--- src/sv/assert_macros.svh ---
// assertion macros shared by the allocator rtl
`ifndef ASSERT_MACROS_SVH
`define ASSERT_MACROS_SVH

// property must hold at every clock edge outside reset
`define ASSERT_CLK(lbl, clk, rst_n, prop) \
	lbl: assert property (@(posedge clk) disable iff (!rst_n) prop) \
		else $error("allocator assertion failed");

// condition must never be seen outside reset
`define ASSERT_NEVER(lbl, clk, rst_n, cond) \
	`ASSERT_CLK(lbl, clk, rst_n, !(cond))

`endif

--- src/sv/bca_pkg.sv ---
// types, codes and helpers of the bitmap chunk allocator
`timescale 1ns / 1ps
package bca_pkg;
	localparam int MAX_BLOCKS_DEF = 16;
	localparam int CPB_MAX_DEF    = 256;

	localparam int ADDR_W     = 32;
	localparam int SIZE_W     = 25;
	localparam int CPB_W      = 9;
	localparam int CFG_IDX_W  = 2;
	localparam int CFG_DATA_W = 32;
	localparam int BYTE_W     = 8;

	localparam logic [1:0] REQ_ALLOC   = 2'd0;
	localparam logic [1:0] REQ_FREE    = 2'd1;
	localparam logic [1:0] REQ_RESTART = 2'd2;
	localparam logic [1:0] REQ_NEXT    = 2'd3;

	localparam logic [1:0] ST_OK       = 2'd0;
	localparam logic [1:0] ST_OOM      = 2'd1;
	localparam logic [1:0] ST_BAD_ADDR = 2'd2;
	localparam logic [1:0] ST_ITER_END = 2'd3;

	localparam logic [CFG_IDX_W-1:0] CFG_REGION_BASE      = 2'd0;
	localparam logic [CFG_IDX_W-1:0] CFG_BLOCK_SIZE       = 2'd1;
	localparam logic [CFG_IDX_W-1:0] CFG_CHUNK_SIZE       = 2'd2;
	localparam logic [CFG_IDX_W-1:0] CFG_CHUNKS_PER_BLOCK = 2'd3;

	localparam logic [SIZE_W-1:0] BLOCK_SIZE_RST = 25'd4096;
	localparam logic [SIZE_W-1:0] CHUNK_SIZE_RST = 25'd64;
	localparam logic [CPB_W-1:0]  CPB_RST        = 9'd64;

	// commands from the controller
	typedef struct packed {
		logic in_load;
		logic res_oom;
		logic res_bad;
		logic restart;
		logic a_init;
		logic rd_alloc;
		logic a_eval;
		logic clr_init;
		logic clr_step;
		logic div_load1;
		logic div_step;
		logic div_mid;
		logic f_chk;
		logic rd_free;
		logic f_eval;
		logic n_chk;
		logic rd_next;
		logic n_eval;
		logic mul;
		logic sum;
		logic out_load;
	} bca_cmd_t;

	// status back to the controller
	typedef struct packed {
		logic [1:0] req_type;
		logic       n_zero;
		logic       biu_zero;
		logic       biu_full;
		logic       free_bad;
		logic       div_last;
		logic       a_hit;
		logic       a_last;
		logic       clr_last;
		logic       f_bad_blk;
		logic       f_skip;
		logic       n_end;
		logic       n_skip;
		logic       n_hit;
		logic       out_free;
	} bca_sts_t;

	// position of the lowest set bit of a byte
	function automatic logic [2:0] low_bit8(input logic [BYTE_W-1:0] v);
		logic [2:0] pos;
		pos = 3'd0;
		for (int i = BYTE_W - 1; i >= 0; i--) begin
			if (v[i]) begin
				pos = 3'(i);
			end
		end
		return pos;
	endfunction
endpackage

--- src/sv/bca_ctrl.sv ---
// controller state machine of the allocator
`timescale 1ns / 1ps
module bca_ctrl import bca_pkg::*; (
	input  logic     clk,
	input  logic     arst_n,
	input  logic     req_valid,
	output logic     req_ready,
	input  bca_sts_t sts,
	output bca_cmd_t cmd
);
	localparam logic [4:0] S_IDLE = 5'd0;
	localparam logic [4:0] S_DISP = 5'd1;
	localparam logic [4:0] S_ARD  = 5'd2;
	localparam logic [4:0] S_AEV  = 5'd3;
	localparam logic [4:0] S_CLR  = 5'd4;
	localparam logic [4:0] S_DIV1 = 5'd5;
	localparam logic [4:0] S_DMID = 5'd6;
	localparam logic [4:0] S_DIV2 = 5'd7;
	localparam logic [4:0] S_FCHK = 5'd8;
	localparam logic [4:0] S_FRD  = 5'd9;
	localparam logic [4:0] S_FEV  = 5'd10;
	localparam logic [4:0] S_NCHK = 5'd11;
	localparam logic [4:0] S_NRD  = 5'd12;
	localparam logic [4:0] S_NEV  = 5'd13;
	localparam logic [4:0] S_MUL  = 5'd14;
	localparam logic [4:0] S_SUM  = 5'd15;
	localparam logic [4:0] S_DONE = 5'd16;

	logic [4:0] st_q;
	logic [4:0] st_nxt;

	always_comb begin
		cmd       = '0;
		st_nxt    = st_q;
		req_ready = 1'b0;
		unique case (st_q)
			S_IDLE: begin
				req_ready = 1'b1;
				if (req_valid) begin
					cmd.in_load = 1'b1;
					st_nxt      = S_DISP;
				end
			end
			S_DISP: begin
				unique case (sts.req_type)
					REQ_ALLOC: begin
						if (sts.n_zero) begin
							cmd.res_oom = 1'b1;
							st_nxt      = S_MUL;
						end else if (sts.biu_zero) begin
							cmd.clr_init = 1'b1;
							st_nxt       = S_CLR;
						end else begin
							cmd.a_init = 1'b1;
							st_nxt     = S_ARD;
						end
					end
					REQ_FREE: begin
						if (sts.free_bad) begin
							cmd.res_bad = 1'b1;
							st_nxt      = S_MUL;
						end else begin
							cmd.div_load1 = 1'b1;
							st_nxt        = S_DIV1;
						end
					end
					REQ_RESTART: begin
						cmd.restart = 1'b1;
						st_nxt      = S_MUL;
					end
					REQ_NEXT: begin
						st_nxt = S_NCHK;
					end
				endcase
			end
			S_ARD: begin
				cmd.rd_alloc = 1'b1;
				st_nxt       = S_AEV;
			end
			S_AEV: begin
				cmd.a_eval = 1'b1;
				if (sts.a_hit) begin
					st_nxt = S_MUL;
				end else if (sts.a_last) begin
					if (sts.biu_full) begin
						cmd.res_oom = 1'b1;
						st_nxt      = S_MUL;
					end else begin
						cmd.clr_init = 1'b1;
						st_nxt       = S_CLR;
					end
				end else begin
					st_nxt = S_ARD;
				end
			end
			S_CLR: begin
				cmd.clr_step = 1'b1;
				if (sts.clr_last) begin
					st_nxt = S_MUL;
				end
			end
			S_DIV1: begin
				cmd.div_step = 1'b1;
				if (sts.div_last) begin
					st_nxt = S_DMID;
				end
			end
			S_DMID: begin
				cmd.div_mid = 1'b1;
				st_nxt      = S_DIV2;
			end
			S_DIV2: begin
				cmd.div_step = 1'b1;
				if (sts.div_last) begin
					st_nxt = S_FCHK;
				end
			end
			S_FCHK: begin
				cmd.f_chk = 1'b1;
				if (sts.f_bad_blk || sts.f_skip) begin
					st_nxt = S_MUL;
				end else begin
					st_nxt = S_FRD;
				end
			end
			S_FRD: begin
				cmd.rd_free = 1'b1;
				st_nxt      = S_FEV;
			end
			S_FEV: begin
				cmd.f_eval = 1'b1;
				st_nxt     = S_MUL;
			end
			S_NCHK: begin
				cmd.n_chk = 1'b1;
				if (sts.n_end) begin
					st_nxt = S_MUL;
				end else if (!sts.n_skip) begin
					st_nxt = S_NRD;
				end
			end
			S_NRD: begin
				cmd.rd_next = 1'b1;
				st_nxt      = S_NEV;
			end
			S_NEV: begin
				cmd.n_eval = 1'b1;
				if (sts.n_hit) begin
					st_nxt = S_MUL;
				end else begin
					st_nxt = S_NCHK;
				end
			end
			S_MUL: begin
				cmd.mul = 1'b1;
				st_nxt  = S_SUM;
			end
			S_SUM: begin
				cmd.sum = 1'b1;
				st_nxt  = S_DONE;
			end
			S_DONE: begin
				if (sts.out_free) begin
					cmd.out_load = 1'b1;
					st_nxt       = S_IDLE;
				end
			end
			default: begin
				st_nxt = S_IDLE;
			end
		endcase
	end

	always_ff @(posedge clk or negedge arst_n) begin
		if (!arst_n) begin
			st_q <= S_IDLE;
		end else begin
			st_q <= st_nxt;
		end
	end
endmodule

--- config.mk ---
export PLATFORM = sky130hd
export DESIGN_NAME = bca_ctrl
export DESIGN_NICKNAME = d
export VERILOG_FILES = /design/src/sv/assert_macros.svh /design/src/sv/bca_pkg.sv /design/src/sv/bca_ctrl.sv
export SDC_FILE = /design/constraint.sdc
export NUM_CORES = 1
export LEC_CHECK = 0
export ABC_AREA = 1
export BUFFER_PORTS_ARGS = -buffer_cell sky130_fd_sc_hd__buf_2
export CAP_MARGIN = 20
export CORE_UTILIZATION = 33
export DETAILED_ROUTE_END_ITERATION = 8
export SLEW_MARGIN = 20
export SYNTH_ARGS = -nofsm -noshare
export SYNTH_HDL_FRONTEND = slang
export SYNTH_SLANG_ARGS = --single-unit
--- constraint.sdc ---
create_clock -name clk -period 1.4 [get_ports clk]
set_input_delay 0.21 -clock clk [delete_from_list [all_inputs] [get_ports clk]]
set_output_delay 0.21 -clock clk [all_outputs]
set_load 0.03 [all_outputs]
==> results.cfg, run 1 <==
[setup_path]
cpMaxStageDelayCell = dfrtp_2
setup.worst_path.start_class = flop
crit_family = simple AND/OR/NAND/NOR gates
setup.worst_path.class = reg -> out
crit_buf_inv = 2
crit_path_frequent_cell = nor2_4
critPathCaptureType = primary output
cpPeakStageDelay_ns = 0.49
worstReg2RegEnd = st_q[2]$_DFFE_PN0P_
worst-path-max-fanout = 7
required_ns = 1.19
r2r-start = st_q[4]$_DFFE_PN0P_
worstPathArrival_ns = 1.43
path_cells = nor2_4 -> nand2_4 -> nor2_4 -> inv_2 -> nor2_4 -> buf_6
worstSetupPathDepth = 6
regToRegSetupSlack_ns = -0.23
reg2reg_depth = 11

[synthesis]
seq_area_frac_synth = 0.137
multiplexer_share_of_the_synthesized_area = 0
synth_common_cells = nand2_1 (39), nor2_1 (33), inv_1 (23), nand3_1 (14), o21ai_0 (9)
syn_area_per_cell_um2 = 5.67
synthesis.yosys.warnings = 0
yosysUniqueCellTypes = 23
synth_area_um2 = 913
synth_area_leaders = nand2_1 (16%), dfrtp_1 (14%), nor2_1 (14%)
synth_adder_area_share = 0.0685
synth_most_common_cell = nand2_1
synth_compound_area_frac = 0.0849
synthesis.instances = 161
postSynth.topFlopCell = dfrtp_1
mappedNetlistNets = 185
synth.ff_latch_count = 5
post-synth-top-area-fraction = 0.160
synth-edff-count = 0
synth_top_family_by_area = simple AND/OR/NAND/NOR gates
cell_type_with_the_largest_total_area_after_synthesis = nand2_1
async_flop_share = 1.00
synth_simple_gate_area_frac = 0.584
synth_xor_xnor_area_share = 0

[drt]
number_of_vias_after_detailed_routing = 1406
route.antenna.remaining_nets = 0
drt_iter0_drc = 34
drcViolationCount = 0
finalWirelength_mm = 3.73
wl_per_cell_um = 13.5
via_per_inst = 5.09
detail_route.first_pass.iterations = 4

[die]
start_util = 0.359
die_h_um = 54.6
boundaryPins = 41
core_area_mm2 = 0.00254
fp.dieW_um = 54.6
rows = 18
fp.dieArea_mm2 = 0.00298

[finish]
sequential_cell_area_um2 = 131
nNetsFinal = 271
areaGrowthSynthToFinish_pct = 113
insertedDiodeCount = 0
largest_reg_by_ff_count = st_q
largestRegisters = st_q: 5 flops
multi_input_comb_area_um2 = 942
finish.cell_count_without_fillers = 276
fin_util = 0.764
drive_above_1_share = 0.614
largest_reg_flops = 5
final.fill_count = 182

[clock_tree]
clkLatencyLatePin_ns = 0.25
cts.sink_count = 5
cts_inserted_buffers = 3
h-tree-depth = 1
clock_path_buffers = 2
worst_setup_hold_path_clk_slew_ns = 0.05
buffer_cell_driving_the_clock_tree_root = clkbuf_4
clock_tree_from_tritoncts = built

[global_routing]
vias_in_the_first_global_route = 1299
track_usage = 0.267
grt_first_pass_wirelength_mm = 5.68
globalRoute.totalOverflow = 0
number_of_antenna_violations_at_the_first_check_in_global_routing = 0
grt_max_degree = 8

[timing]
finClkSkew_ns = 0.00618
hold_viol = 0
hold_slack_ns = 0.266
final.period_utilization = 1.17
final_period_minus_worst_setup_slack_ns = 1.64
clock.fmax_mhz = 610
timing_max_transition_violations_final = 0
setup_violations = 26
worst_slew_margin_rel = 0.847
rsz0062_at_grt = yes
max_slew.worst_pin.slew_ns = 0.227
setup_ws_ns = -0.239

[outcome]
violations = negative setup slack
run_status = complete, but fails checks

[place]
gpl.final_weighted_congestion = 0.851
dp.cells = 259
place_hpwl_mm = 2.74
port_buffers = 40

[power_and_ir_drop]
vdd_ir_drop_max_mv = 1.32
power_per_cell_area_mw_per_mm2 = 2010
p_leak_nw = 1.00

[hold_path]
worst_hold_path.endpoint = st_q[3]$_DFFE_PN0P_
worst_hold_startpoint = sts[3]
hold_depth = 4
holdCritPathClass = in -> reg

[run]
max-cap-violations = 0
-- how the worst max path moves through the flow --
stage	start	to	slack, ns
2_1_floorplan	st_q[4]$_DFFE_PN0P_	cmd[16]	-0.07
3_3_place_gp	st_q[3]$_DFFE_PN0P_	cmd[11]	-0.10
3_5_place_dp	st_q[0]$_DFFE_PN0P_	st_q[2]$_DFFE_PN0P_	-0.16
4_1_cts	st_q[3]$_DFFE_PN0P_	cmd[13]	-0.23
5_1_grt	st_q[4]$_DFFE_PN0P_	st_q[2]$_DFFE_PN0P_	-0.31
6_report	st_q[0]$_DFFE_PN0P_	cmd[20]	-0.24
-- layer usage --
metal	share of wire	global-route usage	wire (µm)
met1	0.40	0.328	1480
met2	0.53	0.490	1990
met3	0.042	0.0306	157
met4	0.024	0.0513	91
met5	0	0	0
-- worst min-delay path, stage by stage --
cell and delay (ns):
buf_2 0.09, nor2_1 0.05, nand2_2 0.08, nand2_1 0.05
-- where the power goes --
group | internal, mW | leakage, nW | switching, mW
clock network | 0.108 | 0.0150 | 0.0626
registers | 0.230 | 0.0564 | 0.160
logic | 1.52 | 0.932 | 1.84
-- timing repair --
action | in CTS | in global routing
resized for setup | 72 | 32
hold endpoints to repair | 5 | 0
endpoints found under the setup margin | 26 | 27
pin swaps | 13 | 9
gates cloned | 0 | 0
hold buffers | 1 | 0
setup buffers | 7 | 6
-- layout make-up --
class                      count  area share
clock buffer                   4      0.0135
inverter                      24      0.0502
multi-input combinational    130       0.485
sequential                     5      0.0676
tap                           30      0.0193
timing repair buffer          83       0.365
-- layout by cell type, fill, tap and decap left out, drive strengths merged, types with 2 or more instances in the layout --
cell type  count
nor2          43
inv           23
clkbuf         4
nor3           3
nand2         43
nand4          3
o21ai         10
dfrtp          5
ha             5
a21oi          2
buf           82
nand3         17
-- through the flow --
step | TNS (ns) | setup slack [ns] | instance area [µm²] | total power, mW
CTS | -3.61 | -0.226 | 1820 | 3.57
global placement | -1.08 | -0.104 | 1500 | 2.76
detailed placement | -1.33 | -0.159 | 1500 | 2.79
floorplan | -0.412 | -0.0705 | 1040 | 1.84
finish | -4.27 | -0.239 | 1940 | 3.91
global route | -5.93 | -0.310 | 1940 | 4.19
-- kinds of logic (layout without fill, tap and decap cells) --
group           after synthesis  in the layout
compound gates               14             14
flops                         5              5
buf+inv                      26            111
simple gates                111            111
fa+ha+maj                     5              5
(Power assumes the default switching activity.)
==> inputs of run 2 (changes only) <==
- SETUP_SLACK_MARGIN: unset -> 0.2
- clock period: 1.4 -> 1.8 ns (I/O delays scaled with it)
==> run 2 against run 1 <==
Against the previous run:
- the run now ends clean
- sequential power down 28%
- critical path depth is 1 higher
- sequential share of layout area up 1.8 points
- core utilization decreased by 18 points
- final area decreased by 23%
- flip-flop and latch count did not move
- combinational power decreased by 44%
- clock skew is 0.0048 ns higher
- die area unchanged
- register-to-register slack gained 0.50 ns
- worst hold slack better by 0.062 ns
- critical path type unchanged
- largest cell class unchanged
==> results.cfg, run 2 (synthesis results as in run 1) <==
[outcome]
run_status = finished clean

[setup_path]
worstPathArrival_ns = 1.43
reg2reg_depth = 7
regToRegSetupSlack_ns = 0.27
r2r-start = st_q[3]$_DFFE_PN0P_
worstReg2RegEnd = st_q[0]$_DFFE_PN0P_
setup.worst_path.class = reg -> out
critPathCaptureType = primary output
required_ns = 1.53
setup.worst_path.start_class = flop
launching_instance_or_port_of_the_critical_path = st_q[3]$_DFFE_PN0P_
worst-path-max-fanout = 4

[drt]
number_of_vias_after_detailed_routing = 1201
wl_per_cell_um = 11.5
route.antenna.remaining_nets = 0
finalWirelength_mm = 2.87
via_per_inst = 4.82
drcViolationCount = 0
detail_route.first_pass.iterations = 4
drt_iter0_drc = 16

[die]
fp.dieArea_mm2 = 0.00298
fp.dieW_um = 54.6
die_h_um = 54.6
start_util = 0.359
boundaryPins = 41
core_area_mm2 = 0.00254
rows = 18

[hold_path]
worst_hold_path.endpoint = st_q[3]$_DFFE_PN0P_
worst_hold_startpoint = sts[3]
hold_depth = 4
holdCritPathClass = in -> reg

[power_and_ir_drop]
combPwrFrac = 0.820
power_per_cell_area_mw_per_mm2 = 1540
power_frac_clock = 0.058
vdd_ir_drop_max_mv = 0.840
p_leak_nw = 0.804
p_switching_mw = 1.32
internal_power_mw = 0.988
p_sw_frac = 0.572
pwr-share-seq = 0.122

[global_routing]
vias_in_the_first_global_route = 1212
number_of_antenna_violations_at_the_first_check_in_global_routing = 0
globalRoute.totalOverflow = 0
grt_first_pass_wirelength_mm = 4.60
track_usage = 0.209
grt_max_degree = 9

[finish]
multi_input_comb_area_um2 = 792
layout_common_cells = nand2_1 (34), nor2_1 (27), buf_4 (24)
largest_reg_by_ff_count = st_q
nNetsFinal = 244
largestRegisters = st_q: 5 flops
areaGrowthSynthToFinish_pct = 64.1
drive_above_1_share = 0.466
sequential_cell_area_um2 = 129
insertedDiodeCount = 0
largest_reg_flops = 5
fin_util = 0.589
final.fill_count = 267
layout_commonest_cell = nand2_1

[timing]
rsz0062_at_grt = yes
worst_slew_margin_rel = 0.819
totalNegativeSetupSlack_ns = 0
max_slew.worst_pin.slew_ns = 0.270
clock.fmax_mhz = 589
finClkSkew_ns = 0.0109
final.period_utilization = 0.943
setup_violations = 0
final_period_minus_worst_setup_slack_ns = 1.70
timing_max_transition_violations_final = 0
hold_viol = 0

[run]
max-cap-violations = 0

[clock_tree]
cts.sink_count = 5
clock_path_buffers = 2
cts_inserted_buffers = 3
buffer_cell_driving_the_clock_tree_root = clkbuf_4
worst_setup_hold_path_clk_slew_ns = 0.04
clock_tree_from_tritoncts = built
h-tree-depth = 1
clkLatencyLatePin_ns = 0.25

[place]
gpl.final_weighted_congestion = 0.934
place_hpwl_mm = 2.13
port_buffers = 40
run 2: changes by cell type in the layout (fill, tap and decap cells not counted), moves of 4 or more:
cell | previous run | this run
nor2_1 | 16 | 27
o21ai_0 | 4 | 8
nor2_4 | 19 | 11
buf_6 | 31 | 9
buf_4 | 32 | 24
nand2_4 | 7 | 2
run 2: layer usage:
layer / wire length [µm] / up-vias / global-route usage
li1: - / 622 / -
met1: 1230 / 538 / 0.233
met2: 1480 / 37 / 0.396
met3: 120 / 4 / 0.0167
met4: 33 / 0 / 0.0897
met5: 0 / - / 0
run 2: worst max-delay path by stage:
stage | to | slack (ns) | depth (start not counted)
6_report | cmd[20] | 0.10 | 7
5_1_grt | cmd[19] | 0.05 | 6
4_1_cts | cmd[13] | 0.11 | 4
3_5_place_dp | cmd[19] | 0.19 | 5
3_3_place_gp | cmd[19] | 0.21 | 5
2_1_floorplan | cmd[19] | 0.06 | 5
run 2: power by group through the flow:
| stage | registers, mW | clock network [mW] | logic, mW |
|---|---|---|---|
| 2_1_floorplan | 0.209 | 0 | 1.08 |
| 3_3_place_gp | 0.246 | 0 | 1.39 |
| 3_5_place_dp | 0.249 | 0 | 1.38 |
| 4_1_cts | 0.257 | 0.134 | 1.73 |
| 5_1_grt | 0.288 | 0.144 | 2.04 |
| 6_report | 0.281 | 0.134 | 1.89 |
run 2: area by class of cell:
cell class	count	share of cell area
clock buffer	4	0.0175
timing repair buffer	56	0.278
sequential	5	0.0860
multi-input combinational	130	0.528
inverter	24	0.0651
tap	30	0.0250
run 2: per-stage QoR:
step           worst slack (ns)  area, µm²  total power [mW]  hold slack [ns]  instances
5_1_grt                  0.0525       1500              2.48            0.369        249
3_3_place_gp              0.213       1180              1.64           0.0890        234
4_1_cts                   0.110       1420              2.12            0.329        248
2_1_floorplan            0.0620        932              1.29          -0.0256        161
3_5_place_dp              0.185       1180              1.63           0.0876        234
6_report                  0.102       1500              2.31            0.329        249
run 2: repair_timing:
| action | CTS | global route |
|---|---|---|
| pin swaps | 3 | 2 |
| setup endpoints to repair | 21 | 19 |
| hold buffers | 1 | 0 |
| gates resized for setup | 48 | 13 |
| endpoints found under the hold margin | 5 | 0 |
| buffers inserted | 9 | 1 |
run 2: critical path: stages, from the launching register on:
cell and delay [ns]:
dfrtp_2 0.45, inv_4 0.10, nand2_4 0.08, buf_4 0.15
nor2_4 0.12, inv_2 0.05, nor2_2 0.09, buf_6 0.14
==> inputs of run 3 (changes only) <==
- CORE_MARGIN: unset -> 2
==> run 3 against run 2 <==
Against the previous run:
- global-route usage down 3.4 points
- critical path type unchanged
- via count rose by 6.3%
- cell count rose by 4.0%
- register-to-register slack got worse by 0.09 ns
- wire length is 14% higher
- non-clock buffer count is 9 higher
- clock skew down 0.0099 ns
- total power increased by 9.9%
- combinational power increased by 13%
- worst hold slack lost 0.00098 ns
- flip-flop and latch count unchanged
==> results.cfg, run 3 (synthesis results as in run 1) <==
[setup_path]
cpPeakStageDelay_ns = 0.45
reg2reg_depth = 11
r2r-start = st_q[0]$_DFFE_PN0P_
setup.worst_path.class = reg -> out
worstSetupPathDepth = 7
regToRegSetupSlack_ns = 0.18
crit_family = simple AND/OR/NAND/NOR gates
setup.worst_path.start_class = flop
path_cells = buf_6 -> nor2_4 -> nand2_4 -> nor2_4 -> inv_2 -> nor2_2 -> buf_6
worst-path-max-fanout = 5
worstReg2RegEnd = st_q[0]$_DFFE_PN0P_
worstPathArrival_ns = 1.50
required_ns = 1.53
launching_instance_or_port_of_the_critical_path = st_q[0]$_DFFE_PN0P_
crit_buf_inv = 3
cpMaxStageDelayCell = dfrtp_2
critical_path.endpoint = cmd[20]
critPathCaptureType = primary output

[clock_tree]
cts_inserted_buffers = 3
clock_tree_from_tritoncts = built
h-tree-depth = 1
buffer_cell_driving_the_clock_tree_root = clkbuf_4
cts.sink_count = 5
clkLatencyLatePin_ns = 0.24
worst_setup_hold_path_clk_slew_ns = 0.05
clock_path_buffers = 2

[drt]
finalWirelength_mm = 3.28
drcViolationCount = 0
detail_route.first_pass.iterations = 4
number_of_vias_after_detailed_routing = 1277
wl_per_cell_um = 12.6
via_per_inst = 4.93
route.antenna.remaining_nets = 0
drt_iter0_drc = 56

[global_routing]
grt_max_degree = 8
grt_first_pass_wirelength_mm = 4.66
number_of_antenna_violations_at_the_first_check_in_global_routing = 0
vias_in_the_first_global_route = 1158
globalRoute.totalOverflow = 0
track_usage = 0.175

[run]
max-cap-violations = 0

[finish]
largestRegisters = st_q: 5 flops
drive_above_1_share = 0.531
finish.cell_count_without_fillers = 259
nNetsFinal = 253
layout_common_cells = nand2_1 (33), buf_4 (28), buf_2 (21)
areaGrowthSynthToFinish_pct = 75.9
largest_reg_by_ff_count = st_q
layout_commonest_cell = nand2_1
largest_reg_flops = 5
insertedDiodeCount = 0
fin_util = 0.598

[timing]
hold_viol = 0
max_slew.worst_pin.slew_ns = 0.360
finClkSkew_ns = 0.00101
setup_ws_ns = 0.0283
setup_violations = 0
timing_max_transition_violations_final = 0
clock.fmax_mhz = 564
hold_slack_ns = 0.328
final_period_minus_worst_setup_slack_ns = 1.77
rsz0062_at_grt = yes
worst_slew_margin_rel = 0.758
final.period_utilization = 0.984
totalNegativeSetupSlack_ns = 0

[power_and_ir_drop]
power_per_cell_area_mw_per_mm2 = 1580
vdd_ir_drop_max_mv = 0.813
p_leak_nw = 0.851

[die]
die_h_um = 56.6
fp.dieW_um = 56.6
boundaryPins = 41
start_util = 0.340
fp.dieArea_mm2 = 0.00320
rows = 19
core_area_mm2 = 0.00269

[place]
port_buffers = 40
gpl.final_weighted_congestion = 0.860
dp_slack_ns = 0.214
dp.cells = 236
place_hpwl_mm = 2.21

[hold_path]
worst_hold_startpoint = sts[3]
holdCritPathClass = in -> reg

[outcome]
run_status = finished clean
-- run 3: repair_timing --
action | 4_1_cts | 5_1_grt
setup endpoints to repair | 20 | 25
pin swaps | 4 | 11
gates resized for setup | 32 | 49
gates cloned | 0 | 0
setup buffers | 7 | 11
hold buffers | 1 | 0
hold endpoints to repair | 5 | 0
-- run 3: worst reg2reg max path, delay by kind of cell (launching register included) --
family	cells	cell delay, ns
AND/OR/NAND/NOR	7	0.65
flip-flops	1	0.45
buffers and inverters	3	0.32
AO/OA/AOI/OAI	1	0.14
-- run 3: layout make-up --
type	count	area, µm²
fillers	265	1080
flip-flops and latches	5	129
repair buffers	65	494
inverters	24	96.3
multi-input cells	130	822
well taps	31	38.8
clock buffers	4	26.3
-- run 3: metal layers --
metal / GRT usage / part of all wire
met4: 0.0408 / 0.013
met2: 0.316 / 0.53
met5: 0 / 0
met1: 0.224 / 0.41
met3: 0.0138 / 0.045
-- run 3: how the worst min path moves through the flow --
stage	to	depth (start not counted)
2_1_floorplan	st_q[0]$_DFFE_PN0P_	0
3_3_place_gp	st_q[4]$_DFFE_PN0P_	1
3_5_place_dp	st_q[4]$_DFFE_PN0P_	1
4_1_cts	st_q[3]$_DFFE_PN0P_	4
5_1_grt	st_q[3]$_DFFE_PN0P_	4
6_report	st_q[3]$_DFFE_PN0P_	4
-- run 3: stage by stage --
| step | instance area [µm²] | total power [mW] |
|---|---|---|
| 3_5_place_dp | 1190 | 1.64 |
| 5_1_grt | 1610 | 2.71 |
| 3_3_place_gp | 1190 | 1.63 |
| 2_1_floorplan | 932 | 1.29 |
| 4_1_cts | 1370 | 1.99 |
| 6_report | 1610 | 2.53 |
-- run 3: power breakdown --
part	internal, mW	leakage (nW)	total [mW]	switching, mW
clock	0.0839	0.0150	0.132	0.0476
sequential	0.176	0.0590	0.262	0.0864
combinational	0.868	0.777	2.14	1.27
total	1.13	0.851	2.53	1.41
